`src/design/affine_warp_four_corner_sampler_top_macros.svh`:
```
// Assertion helpers shared by the sampler modules.
`ifndef AFFINE_WARP_FOUR_CORNER_SAMPLER_TOP_MACROS_SVH
`define AFFINE_WARP_FOUR_CORNER_SAMPLER_TOP_MACROS_SVH

// Condition must hold at every clock edge outside reset.
`define AWFC_ASSERT_ALWAYS(label, clk, rst_n, cond, msg) \
  label: assert property (@(posedge clk) disable iff (!rst_n) (cond)) else $error(msg);

// Consequent must hold in the cycle after the antecedent.
`define AWFC_ASSERT_NEXT(label, clk, rst_n, ante, cons, msg) \
  label: assert property (@(posedge clk) disable iff (!rst_n) (ante) |=> (cons)) \
    else $error(msg);

`endif

```
`src/design/awfc_fifo.sv`:
```
`include "affine_warp_four_corner_sampler_top_macros.svh"

module awfc_fifo #(
  parameter int WIDTH = 8,
  parameter int DEPTH = 8
) (
  input  logic                       clk,
  input  logic                       rst_n,
  input  logic                       push,
  input  logic [WIDTH-1:0]           din,
  input  logic                       pop,
  output logic [WIDTH-1:0]           dout,
  output logic                       empty,
  output logic [$clog2(DEPTH+1)-1:0] count
);

  localparam int PTRW = $clog2(DEPTH);
  localparam int CW   = $clog2(DEPTH + 1);

  logic [WIDTH-1:0] mem_r [DEPTH];
  logic [PTRW-1:0]  wr_ptr_r, wr_ptr_nxt;
  logic [PTRW-1:0]  rd_ptr_r, rd_ptr_nxt;
  logic [CW-1:0]    count_r, count_nxt;
  logic             full;

  assign empty = (count_r == '0);
  assign full  = (count_r == CW'(DEPTH));
  assign dout  = mem_r[rd_ptr_r];
  assign count = count_r;

  always_comb begin
    wr_ptr_nxt = wr_ptr_r;
    rd_ptr_nxt = rd_ptr_r;
    count_nxt  = count_r;
    if (push) begin
      wr_ptr_nxt = (wr_ptr_r == PTRW'(DEPTH - 1)) ? '0 : wr_ptr_r + PTRW'(1);
    end
    if (pop) begin
      rd_ptr_nxt = (rd_ptr_r == PTRW'(DEPTH - 1)) ? '0 : rd_ptr_r + PTRW'(1);
    end
    if (push && !pop) begin
      count_nxt = count_r + CW'(1);
    end else if (pop && !push) begin
      count_nxt = count_r - CW'(1);
    end
  end

  always_ff @(posedge clk) begin
    if (!rst_n) begin
      wr_ptr_r <= '0;
      rd_ptr_r <= '0;
      count_r  <= '0;
    end else begin
      wr_ptr_r <= wr_ptr_nxt;
      rd_ptr_r <= rd_ptr_nxt;
      count_r  <= count_nxt;
    end
  end

  always_ff @(posedge clk) begin
    if (push) begin
      mem_r[wr_ptr_r] <= din;
    end
  end

  `AWFC_ASSERT_ALWAYS(a_no_pop_empty, clk, rst_n, !(pop && empty), "pop from empty queue")
  `AWFC_ASSERT_ALWAYS(a_no_push_full, clk, rst_n, !(push && full && !pop), "push into full queue")

endmodule

```
`config.mk`:
```
export PLATFORM = sky130hd
export DESIGN_NAME = awfc_fifo
export DESIGN_NICKNAME = d
export VERILOG_FILES = /design/src/design/awfc_fifo.sv
export VERILOG_INCLUDE_DIRS = /design/src /design/src/design
export SDC_FILE = /design/constraint.sdc
export NUM_CORES = 1
export LEC_CHECK = 0
export BUFFER_PORTS_ARGS = -buffer_cell sky130_fd_sc_hd__buf_2
export CORE_ASPECT_RATIO = 0.9
export CORE_MARGIN = 1.5
export CORE_UTILIZATION = 59
export CTS_CLUSTER_DIAMETER = 200
export DETAILED_ROUTE_END_ITERATION = 10
export PLACE_DENSITY = 0.79
export SYNTH_ARGS = -nofsm -noshare
export SYNTH_HDL_FRONTEND = slang
export SYNTH_SLANG_ARGS = --single-unit
```
`constraint.sdc`:
```
create_clock -name clk -period 2.35 [get_ports clk]
set_clock_uncertainty 0.05 [all_clocks]
set_input_delay 0.5875 -clock clk [delete_from_list [all_inputs] [get_ports clk]]
set_output_delay 0.5875 -clock clk [all_outputs]
set_load 0.005 [all_outputs]
```
==> results.py <==
metrics = {
    "status": {
        "status": "finished with violations",
        "failed_checks": "negative setup slack",
    },
    "die": {
        "die-width_um": 79.7,
        "io_pins": 25,
        "rows": 24,
        "core-area_um2": 4980,
        "die-area_um2": 5740,
        "die_h_um": 72.1,
        "start_util_pct": 62.7,
    },
    "timing": {
        "fmax_ghz": 0.410,
        "fin_setup_tns_ns": -0.494,
        "slew_headroom_pct": 62.9,
        "min_period_over_period_pct": 104,
        "rsz0062_at_grt": "true",
        "hold_violations": 0,
        "drv_slew": 0,
        "holdWs_ns": 0.462,
        "final_period_minus_worst_setup_slack_ns": 2.44,
        "worst_pin_slew_ns": 0.556,
        "layout_setup_ws_ns": -0.0873,
        "setup_viol": 8,
    },
    "flow_run": {
        "cap_viol_max_count": 0,
    },
    "synth": {
        "synth-warning-count": 0,
        "synth_top_area_share_pct": 61.5,
        "syn-num-nets": 186,
        "synth_area_um2": 3130,
        "synthFlopType": "edfxtp_1",
        "seq_area_frac_synth_pct": 69.8,
        "synth-edff-count": 64,
        "synthArstFlopShare_pct": 0,
        "ys_top_cells_by_count": "64 x edfxtp_1, 15 x mux4_1, 13 x dfxtp_1",
        "ys_seq_elements": 77,
        "synth_cell_types": 28,
        "syn_avg_cell_area_um2": 18.8,
        "yosysMostFrequentCell": "edfxtp_1",
        "syn-instance-count": 166,
        "synth_top_area_cell": "edfxtp_1",
        "synth.area.top_cells": "edfxtp_1 61%, mux4_1 13%, dfxtp_1 8.3%",
    },
    "clock_network": {
        "clkTransAtPathRegs_ns": 0.08,
        "cts_buffers": 9,
        "postCtsSetupRepairBufs": 0,
        "clockRootBuffer": "clkbuf_8",
        "cts_tree": "yes",
        "ctsHoldBuffers": 0,
        "cts_buffer_depth": 2,
        "cts.sinks": 77,
        "worst_skew_pair.late_latency_ns": 0.33,
        "htree_levels": 3,
    },
    "worst_setup_path": {
        "cp.depth": 4,
        "crit_family": "multiplexers",
        "reg2reg_setup_slack_ns": 0.82,
        "cp_num_buf_inv": 2,
        "max_stage_delay_ns": 0.51,
        "crit_path_start_kind": "flop",
        "worstPathMaxFanout": 8,
        "r2r-end": "count[3]",
        "slowest_stage": "mux4_2",
        "criticalPathCategory": "reg -> out",
        "reg2reg_from": "count[2]",
        "arrival_ns": 1.80,
        "required_ns": 1.71,
        "path_cells": "buf_16 -> mux4_2 -> mux2_4 -> buf_6",
        "end_kind": "output port",
        "r2r_cells": 5,
    },
    "finish": {
        "utilization_pct": 72.9,
        "layout-drive-gt1-share_pct": 35.8,
        "design_area_um2": 3630,
        "nNetsFinal": 228,
        "syn_to_final_growth_pct": 16.3,
        "num_antenna_cells": 0,
    },
    "route": {
        "first_pass_iters": 4,
        "viasPerCell": 5.82,
        "wire_per_inst_um": 20.3,
        "drt-total-wl_um": 5610,
        "antenna_left": 0,
        "drc": 0,
        "vias": 1612,
        "drt_iter0_markers": 132,
    },
    "hold_path": {
        "holdPathEnd": "mem_r[5][6]",
        "hp-start": "din[6]",
        "min_path_cells": 1,
        "hold_path.class": "in -> reg",
    },
    "global_route": {
        "antenna_found_initial": 0,
        "grt_pass1_vias": 1704,
        "grt_pass1_wl_um": 8840,
        "grt_overflow": 0,
        "grt_usage_pct": 22.3,
        "grt_max_degree": 17,
    },
    "power_and_ir_drop": {
        "peakVddDrop_mv": 0.485,
        "power.density_nw_per_um2": 795,
        "p_leak_nw": 1.30,
        "power_mw": 2.89,
    },
    "placed_design": {
        "placed_area_um2": 3390,
        "io_buffers": 24,
        "gp_congestion": 0.715,
        "place.detailed.hpwl_um": 3550,
    },
}
[cell families after synthesis]
kind of cell / share of synthesized area [%]
DFF: 69.8
muxes: 17.5
xor gates and xnor gates: 0.561
adders and majority gates: 3.44
buffers and inverters: 2.00
AOI/OAI and AO/OA: 1.44
and+or+nand+nor: 5.24
[where the power goes]
| group | leakage, nW | internal [mW] | switching [mW] | total (mW) |
|---|---|---|---|---|
| registers | 0.689 | 1.52 | 0.0333 | 1.55 |
| logic | 0.511 | 0.177 | 0.136 | 0.313 |
| clock network | 0.0998 | 0.587 | 0.434 | 1.02 |
| total | 1.30 | 2.28 | 0.603 | 2.89 |
[cells in the final DEF (no fill, tap or decap), drive strengths merged, types with 2 or more instances in the layout]
cell type | Yosys | routed
nand2 | 7 | 7
a21oi | 3 | 3
edfxtp | 64 | 64
ha | 7 | 7
mux2i | 4 | 4
inv | 3 | 3
clkinv | 0 | 2
nand2b | 4 | 4
mux4 | 16 | 16
nor3 | 3 | 3
nor2b | 5 | 5
nor2 | 8 | 8
and2 | 4 | 4
bufinv | 0 | 2
dfxtp | 13 | 13
mux2 | 8 | 8
o21ai | 2 | 2
clkbuf | 3 | 10
xnor2 | 2 | 2
buf | 4 | 38
[stage by stage]
step | cells | setup slack [ns]
after global routing | 277 | -0.128
final | 277 | -0.0873
after global placement | 261 | 0.227
after floorplan | 166 | 0.352
after CTS | 277 | -0.105
after detailed placement | 261 | 0.0273
[layer usage]
| metal | part of all wire, % | wire length [um] | vias up | track usage (%) |
|---|---|---|---|---|
| met2 | 53 | 2960 | 54 | 36.1 |
| met4 | 2.3 | 127 | 0 | 13.3 |
| li1 | - | - | 727 | - |
| met5 | 0 | 0 | - | 0 |
| met3 | 4.3 | 244 | 12 | 4.15 |
| met1 | 41 | 2280 | 819 | 28.5 |
[flip-flops by register name, summed over array words and instances, names as in the netlist, named ones only]
signal / count
rd_ptr_r: 3
mem_r: 64
wr_ptr_r: 3
count: 4
[how the worst max path moves through the flow]
stage               from  endpoint  slack, ns
floorplan           flop   dout[1]       0.35
global placement     pop  count[3]       0.23
detailed placement   pop  count[3]       0.03
CTS                 flop   dout[7]      -0.10
global route        flop   dout[6]      -0.13
finish              flop   dout[6]      -0.09
[worst reg2reg max path: cells and delay by family (launching register included)]
family / cells / cell delay [ns]
AO/OA/AOI/OAI: 3 / 0.51
flip-flops: 1 / 0.34
multiplexers: 1 / 0.22
adder cells (fa/ha/maj): 1 / 0.35
[final cells by class]
type                       instances  area, um2
tap                               65       81.3
timing repair buffer              38        302
multi-input combinational         79        851
sequential                        77       2190
fill                             316       1350
clock buffer                      10        128
clock inverter                     5       76.3
inverter                           3       11.3
[what timing repair did]
item                                    4_1_cts  5_1_grt
gates resized for setup                      25        7
cloned                                        1        0
endpoints found under the setup margin        8        8
(Power assumes the default switching activity.)
