<file path="config.mk">
export PLATFORM = sky130hd
export DESIGN_NAME = awfc_front
export DESIGN_NICKNAME = d
export VERILOG_FILES = /design/src/design/affine_warp_four_corner_sampler_top_macros.svh /design/src/design/awfc_pkg.sv /design/src/design/awfc_front.sv
export SDC_FILE = /design/constraint.sdc
export NUM_CORES = 2
export LEC_CHECK = 0
export CAP_MARGIN = 0
export CORE_ASPECT_RATIO = 1.2
export CORE_UTILIZATION = 32
export CTS_CLUSTER_DIAMETER = 100
export CTS_CLUSTER_SIZE = 16
export DETAILED_ROUTE_END_ITERATION = 6
export DONT_BUFFER_PORTS = 1
export HOLD_SLACK_MARGIN = 0.08
export PLACE_DENSITY = 0.49
export SLEW_MARGIN = 10
export SYNTH_ARGS = -nofsm -noshare
export SYNTH_HDL_FRONTEND = slang
export SYNTH_SLANG_ARGS = --single-unit
</file>
<file path="constraint.sdc">
create_clock -name clk -period 8.4 [get_ports clk]
set_input_delay 1.68 -clock clk [delete_from_list [all_inputs] [get_ports clk]]
set_output_delay 1.68 -clock clk [all_outputs]
set_load 0.1 [all_outputs]
</file>
<file path="src/design/affine_warp_four_corner_sampler_top_macros.svh">
// Assertion helpers shared by the sampler modules.
`ifndef AFFINE_WARP_FOUR_CORNER_SAMPLER_TOP_MACROS_SVH
`define AFFINE_WARP_FOUR_CORNER_SAMPLER_TOP_MACROS_SVH

// Condition must hold at every clock edge outside reset.
`define AWFC_ASSERT_ALWAYS(label, clk, rst_n, cond, msg) \
  label: assert property (@(posedge clk) disable iff (!rst_n) (cond)) else $error(msg);

// Consequent must hold in the cycle after the antecedent.
`define AWFC_ASSERT_NEXT(label, clk, rst_n, ante, cons, msg) \
  label: assert property (@(posedge clk) disable iff (!rst_n) (ante) |=> (cons)) \
    else $error(msg);

`endif

</file>
<file path="src/design/awfc_pkg.sv">
package awfc_pkg;

  localparam int POS_W  = 12;
  localparam int COEF_W = 32;
  localparam int SIZE_W = 9;
  localparam int CH_W   = 8;
  localparam int CFG_W  = 32;
  localparam int Q_DEPTH = 8;

  typedef enum logic [1:0] {
    OP_NOP,
    OP_WRITE,
    OP_SAMPLE,
    OP_OUTSIDE
  } op_t;

  typedef enum logic [2:0] {
    REG_SRC_WIDTH  = 3'd0,
    REG_SRC_HEIGHT = 3'd1,
    REG_COEF_XX    = 3'd2,
    REG_COEF_XY    = 3'd3,
    REG_COEF_YX    = 3'd4,
    REG_COEF_YY    = 3'd5,
    REG_OFFSET_X   = 3'd6,
    REG_OFFSET_Y   = 3'd7
  } reg_idx_t;

  typedef struct packed {
    logic [CH_W-1:0] red;
    logic [CH_W-1:0] green;
    logic [CH_W-1:0] blue;
  } pixel_t;

  typedef struct packed {
    logic [SIZE_W-1:0] src_width;
    logic [SIZE_W-1:0] src_height;
    logic [COEF_W-1:0] coef_xx;
    logic [COEF_W-1:0] coef_xy;
    logic [COEF_W-1:0] coef_yx;
    logic [COEF_W-1:0] coef_yy;
    logic [COEF_W-1:0] offset_x;
    logic [COEF_W-1:0] offset_y;
  } cfg_t;

endpackage

</file>
<file path="src/design/awfc_front.sv">
module awfc_front #(
  parameter int MAX_WIDTH  = 256,
  parameter int MAX_HEIGHT = 256,
  parameter int FRAC_BITS  = 16,
  parameter int AW         = 16
) (
  input  logic                            clk,
  input  logic                            rst_n,
  input  logic                            in_accept,
  input  logic                            in_mode,
  input  logic [awfc_pkg::POS_W-1:0]      in_pos_x,
  input  logic [awfc_pkg::POS_W-1:0]      in_pos_y,
  input  awfc_pkg::pixel_t                in_pix,
  input  awfc_pkg::cfg_t                  cfg,
  output logic                            push,
  output awfc_pkg::op_t                   push_op,
  output logic [3:0][AW-1:0]              push_addr,
  output awfc_pkg::pixel_t                push_pix
);

  localparam int XW   = $clog2(MAX_WIDTH);
  localparam int YW   = $clog2(MAX_HEIGHT);
  localparam int PXW  = awfc_pkg::POS_W + 1;
  localparam int PW   = awfc_pkg::COEF_W + PXW;
  localparam int SUMW = PW + 2;
  localparam int FXW  = SUMW - FRAC_BITS;
  localparam int SZW  = ($clog2(MAX_WIDTH + 1) > awfc_pkg::SIZE_W) ?
                        $clog2(MAX_WIDTH + 1) : awfc_pkg::SIZE_W;
  localparam int SZH  = ($clog2(MAX_HEIGHT + 1) > awfc_pkg::SIZE_W) ?
                        $clog2(MAX_HEIGHT + 1) : awfc_pkg::SIZE_W;

  // stage 1: products
  logic                          v1_r;
  logic                          mode1_r;
  logic [awfc_pkg::POS_W-1:0]    px1_r, py1_r;
  awfc_pkg::pixel_t              pix1_r;
  logic signed [PW-1:0]          pxx_r, pxy_r, pyx_r, pyy_r;
  logic signed [PW-1:0]          pxx_nxt, pxy_nxt, pyx_nxt, pyy_nxt;

  // stage 2: floors
  logic                          v2_r;
  logic                          mode2_r;
  logic [awfc_pkg::POS_W-1:0]    px2_r, py2_r;
  awfc_pkg::pixel_t              pix2_r;
  logic [FXW-1:0]                fx2_r, fy2_r;
  logic signed [SUMW-1:0]        sx_nxt, sy_nxt;

  // stage 3: classify and address
  logic [SZW-1:0]                eff_w;
  logic [SZH-1:0]                eff_h;
  logic                          in_image;
  logic                          wr_ok;
  logic [XW-1:0]                 fxc, wm1, xl, xr;
  logic [YW-1:0]                 fyc, hm1, yu, yd;
  logic [AW-1:0]                 row_u, row_d, row_w;
  logic                          push_r;
  awfc_pkg::op_t                 op_r, op_nxt;
  logic [3:0][AW-1:0]            addr_r, addr_nxt;
  awfc_pkg::pixel_t              pix_r;

  assign pxx_nxt = $signed(cfg.coef_xx) * $signed({1'b0, in_pos_x});
  assign pxy_nxt = $signed(cfg.coef_xy) * $signed({1'b0, in_pos_y});
  assign pyx_nxt = $signed(cfg.coef_yx) * $signed({1'b0, in_pos_x});
  assign pyy_nxt = $signed(cfg.coef_yy) * $signed({1'b0, in_pos_y});

  always_ff @(posedge clk) begin
    if (!rst_n) begin
      v1_r <= 1'b0;
    end else begin
      v1_r <= in_accept;
    end
    mode1_r <= in_mode;
    px1_r   <= in_pos_x;
    py1_r   <= in_pos_y;
    pix1_r  <= in_pix;
    pxx_r   <= pxx_nxt;
    pxy_r   <= pxy_nxt;
    pyx_r   <= pyx_nxt;
    pyy_r   <= pyy_nxt;
  end

  assign sx_nxt = SUMW'(pxx_r) + SUMW'(pxy_r) + SUMW'($signed(cfg.offset_x));
  assign sy_nxt = SUMW'(pyx_r) + SUMW'(pyy_r) + SUMW'($signed(cfg.offset_y));

  always_ff @(posedge clk) begin
    if (!rst_n) begin
      v2_r <= 1'b0;
    end else begin
      v2_r <= v1_r;
    end
    mode2_r <= mode1_r;
    px2_r   <= px1_r;
    py2_r   <= py1_r;
    pix2_r  <= pix1_r;
    // arithmetic shift of the two's complement sum is the floor
    fx2_r   <= sx_nxt[SUMW-1:FRAC_BITS];
    fy2_r   <= sy_nxt[SUMW-1:FRAC_BITS];
  end

  always_comb begin
    if (cfg.src_width == '0) begin
      eff_w = SZW'(1);
    end else if (SZW'(cfg.src_width) > SZW'(MAX_WIDTH)) begin
      eff_w = SZW'(MAX_WIDTH);
    end else begin
      eff_w = SZW'(cfg.src_width);
    end
    if (cfg.src_height == '0) begin
      eff_h = SZH'(1);
    end else if (SZH'(cfg.src_height) > SZH'(MAX_HEIGHT)) begin
      eff_h = SZH'(MAX_HEIGHT);
    end else begin
      eff_h = SZH'(cfg.src_height);
    end
  end

  always_comb begin
    in_image = !fx2_r[FXW-1] && (fx2_r < FXW'(eff_w)) &&
               !fy2_r[FXW-1] && (fy2_r < FXW'(eff_h));
    fxc = fx2_r[XW-1:0];
    fyc = fy2_r[YW-1:0];
    wm1 = XW'(eff_w - SZW'(1));
    hm1 = YW'(eff_h - SZH'(1));
    // diagonal neighbors, held at the image border
    xl  = (fxc == '0) ? fxc : fxc - XW'(1);
    xr  = (fxc == wm1) ? fxc : fxc + XW'(1);
    yu  = (fyc == '0) ? fyc : fyc - YW'(1);
    yd  = (fyc == hm1) ? fyc : fyc + YW'(1);
    row_u = AW'(yu) * AW'(MAX_WIDTH);
    row_d = AW'(yd) * AW'(MAX_WIDTH);
    row_w = AW'(py2_r[YW-1:0]) * AW'(MAX_WIDTH);
    wr_ok = ({1'b0, px2_r} < PXW'(MAX_WIDTH)) && ({1'b0, py2_r} < PXW'(MAX_HEIGHT));
    addr_nxt = '0;
    if (!mode2_r) begin
      op_nxt      = wr_ok ? awfc_pkg::OP_WRITE : awfc_pkg::OP_NOP;
      addr_nxt[0] = row_w + AW'(px2_r[XW-1:0]);
    end else if (in_image) begin
      op_nxt      = awfc_pkg::OP_SAMPLE;
      addr_nxt[0] = row_u + AW'(xl);
      addr_nxt[1] = row_u + AW'(xr);
      addr_nxt[2] = row_d + AW'(xl);
      addr_nxt[3] = row_d + AW'(xr);
    end else begin
      op_nxt      = awfc_pkg::OP_OUTSIDE;
    end
  end

  always_ff @(posedge clk) begin
    if (!rst_n) begin
      push_r <= 1'b0;
    end else begin
      push_r <= v2_r;
    end
    op_r   <= op_nxt;
    addr_r <= addr_nxt;
    pix_r  <= pix2_r;
  end

  assign push      = push_r;
  assign push_op   = op_r;
  assign push_addr = addr_r;
  assign push_pix  = pix_r;

endmodule

</file>
==> metrics.txt <==
status complete, no violations; std cell rows 186; CTS buffer count 36; Vias 47217; CTS tree done; Vias/cell 4.65; post-synthesis async set-or-reset flop share 0%; Required @ worst endpoint 8.89 ns; Syn Inst Count 7596; EDFF count, synth 0; DRC violations left 0; gr usage total 17.8%; htree depth 2; Filler Cells Inserted 22042; Worst Skew 0.0315 ns; synthesized area 68900 sq um; setup repair bufs after CTS 0; RSZ-0062 raised after global routing no; Synth Area per Inst 9.07 sq um; final hold violation count 0; max_cap viols 0; final WL 189000 um; hpwl dp 157000 um; Min Hold Slack 0.314 ns; Ports 353; largest net degree at the start of global routing 66; cts repair resizes 0; number of synthesized register bits 417; Initial Utilization 32.2%; final worst path period need 7.05 ns; antenna-violating nets left 0; nets 9518; wire per inst 18.7 um; Root Driver clkbuf_16; DP Worst Slack 0.751 ns; Die X 425 um; vias in the first global route 52786; synth warn 0; ys flop type dfxtp_1; Final Cycle Share 83.9%; non-filler cells, final 10154; Worst Path Arrival 7.54 ns; clock sinks 417; crit start category input port; worst skew pair latency 0.60 ns; Die H 510 um; Worst-Margin Slew 1.17 ns; IO buf count 0; Final Worst Setup Slack 1.35 ns; Core ar. 214000 sq um; FMAX 142 MHz; final estimated routing congestion in global placement 0.861; Final Max Tran Viols 0; post-synth cell types 75; CTS max path bufs 3; layout cells sized above 1 1.28%; Setup-failing EPs final 0; Reg clk slew, reported paths 0.07 ns; placed cell count 10086; total gr overflow 0; critical path type in2reg; final setup TNS 0 ns; first-pass GRT wire length 298000 um; DIE AREA 217000 sq um; area delta synth->final 4.95%; drt initial violations 1699; syn_nets 9810; CTS Hold Bufs 0; CP max FO 65; Seq/Total Area, Yosys 12.1%; initial antenna violation count 23; crit end category flip-flop; DR pass1 iterations 5; worst hold path type reg2reg; relative slew slack 22.2%
==> cell usage after synthesis, drive strengths merged (7+ instances only) <==
master   instances  area share, %
a211oi          27           0.29
nor4            30           0.27
o22ai            7          0.064
o211ai          26           0.28
dfxtp          417             12
o21a            39           0.43
o21bai          31           0.34
inv           1800            9.8
nor2b           29           0.26
or3             14           0.13
nand2b          30           0.27
nand4           35           0.32
buf             20           0.21
clkbuf         321            1.7
xnor2          188            2.4
and2           700            6.4
a2111oi          7          0.089
ha             512            9.3
and3            20           0.18
fa            1440             42
a41oi            7          0.089
o21ai          119           0.86
xor2            79            1.0
a21oi          234            1.7
a31oi           19           0.17
nor3            54           0.39
nor2           150           0.82
a21o           131            1.4
nand3           38           0.28
nand2          980            5.4
==> cell families (layout without fill, tap and decap cells) <==
| family | after synthesis | count (layout) | share of synthesized area (%) |
|---|---|---|---|
| AND/OR/NAND/NOR | 2105 | 2105 | 14.9 |
| other | 0 | 17 | 0 |
| adder cells (fa/ha/maj) | 1952 | 1952 | 51.2 |
| multiplexers | 2 | 2 | 0.0309 |
| XOR/XNOR | 267 | 267 | 3.40 |
| AO/OA/AOI/OAI | 710 | 710 | 6.56 |
| buffers and inverters | 2143 | 1864 | 11.8 |
| flip-flops | 417 | 417 | 12.1 |
==> worst paths after layout <==
| kind | start | endpoint | slack [ns] | cells past startpoint |
|---|---|---|---|---|
| worst min register to register | pix1_r[14] | pix2_r[14] | 0.31 | 0 |
| worst max register to register | fx2_r[1] | push_addr[0] | 3.97 | 11 |
| worst max-delay path | in_pos_y[2] | pyy_r[44] | 1.35 | 21 |
| worst min-delay path | pix1_r[14] | pix2_r[14] | 0.31 | 0 |
==> layout make-up <==
class                      count  area [sq um]  area share [%]
multi-input combinational   5036         52400            72.5
sequential                   417          8370            11.6
tap                         2820          3530            4.88
timing repair buffer          11          82.6           0.114
antenna                       17          42.5          0.0589
clock inverter                14           171           0.237
clock buffer                  37           905            1.25
inverter                    1802          6760            9.36
==> layer usage <==
metal | routed length, um | up-vias | global-route usage (%)
met4 | 6170 | 10 | 5.81
met5 | 70 | - | 0
li1 | - | 21890 | -
met1 | 68200 | 24369 | 18.5
met2 | 106000 | 718 | 35.2
met3 | 8990 | 230 | 3.05
==> metrics by stage <==
step	util, %	area, sq um
floorplan	-	68900
global placement	33.3	71200
detailed placement	33.3	71200
CTS	33.8	72200
global route	33.8	72300
finish	33.8	72300
==> critical path, cell delays in order <==
cell	delay [ns]
and2_1	0.20
fa_1	0.51
inv_1	0.05
fa_1	0.48
inv_1	0.05
fa_1	0.47
fa_1	0.55
inv_1	0.05
fa_1	0.47
inv_1	0.04
ha_1	0.37
nand4_1	0.18
or2_2	0.35
o31ai_1	0.34
a2111oi_0	0.17
a31oi_1	0.26
o21ai_0	0.13
o21ai_0	0.51
a2111oi_0	0.21
nor3_1	0.27
xnor2_1	0.10
==> state kept, by name, indices dropped and copies added (netlist names), 2 cells and up <==
name / flops
px1_r: 12
pxx_r: 45
pyy_r: 45
pix2_r: 24
pix1_r: 24
px2_r: 12
py2_r: 12
py1_r: 12
fy2_r: 31
push_pix: 24
push_op: 2
pxy_r: 45
pyx_r: 45
push_addr: 48
fx2_r: 31
==> cell usage in the layout (no fill, tap or decap), types with 7 or more instances in the layout <==
cell type,instances
nand2_1,979
inv_1,1800
a21o_1,131
dfxtp_1,401
a211oi_1,27
xnor2_1,188
o22ai_1,7
o21a_1,39
nor2b_1,29
o21bai_1,31
nor4_1,29
ha_1,512
nor3_1,54
or3_1,14
nand4_1,35
and3_1,20
diode_2,17
fa_1,1440
nand3_1,36
clkbuf_16,36
a31oi_1,19
dfxtp_2,16
and2_1,700
a41oi_1,7
nand2b_1,30
o21ai_0,119
xor2_1,79
a21oi_1,234
buf_4,11
o211ai_1,26
a2111oi_0,7
nor2_1,149
Power is not shown: default switching activity piles up to over one toggle a cycle in this logic, so the estimate is an artifact.
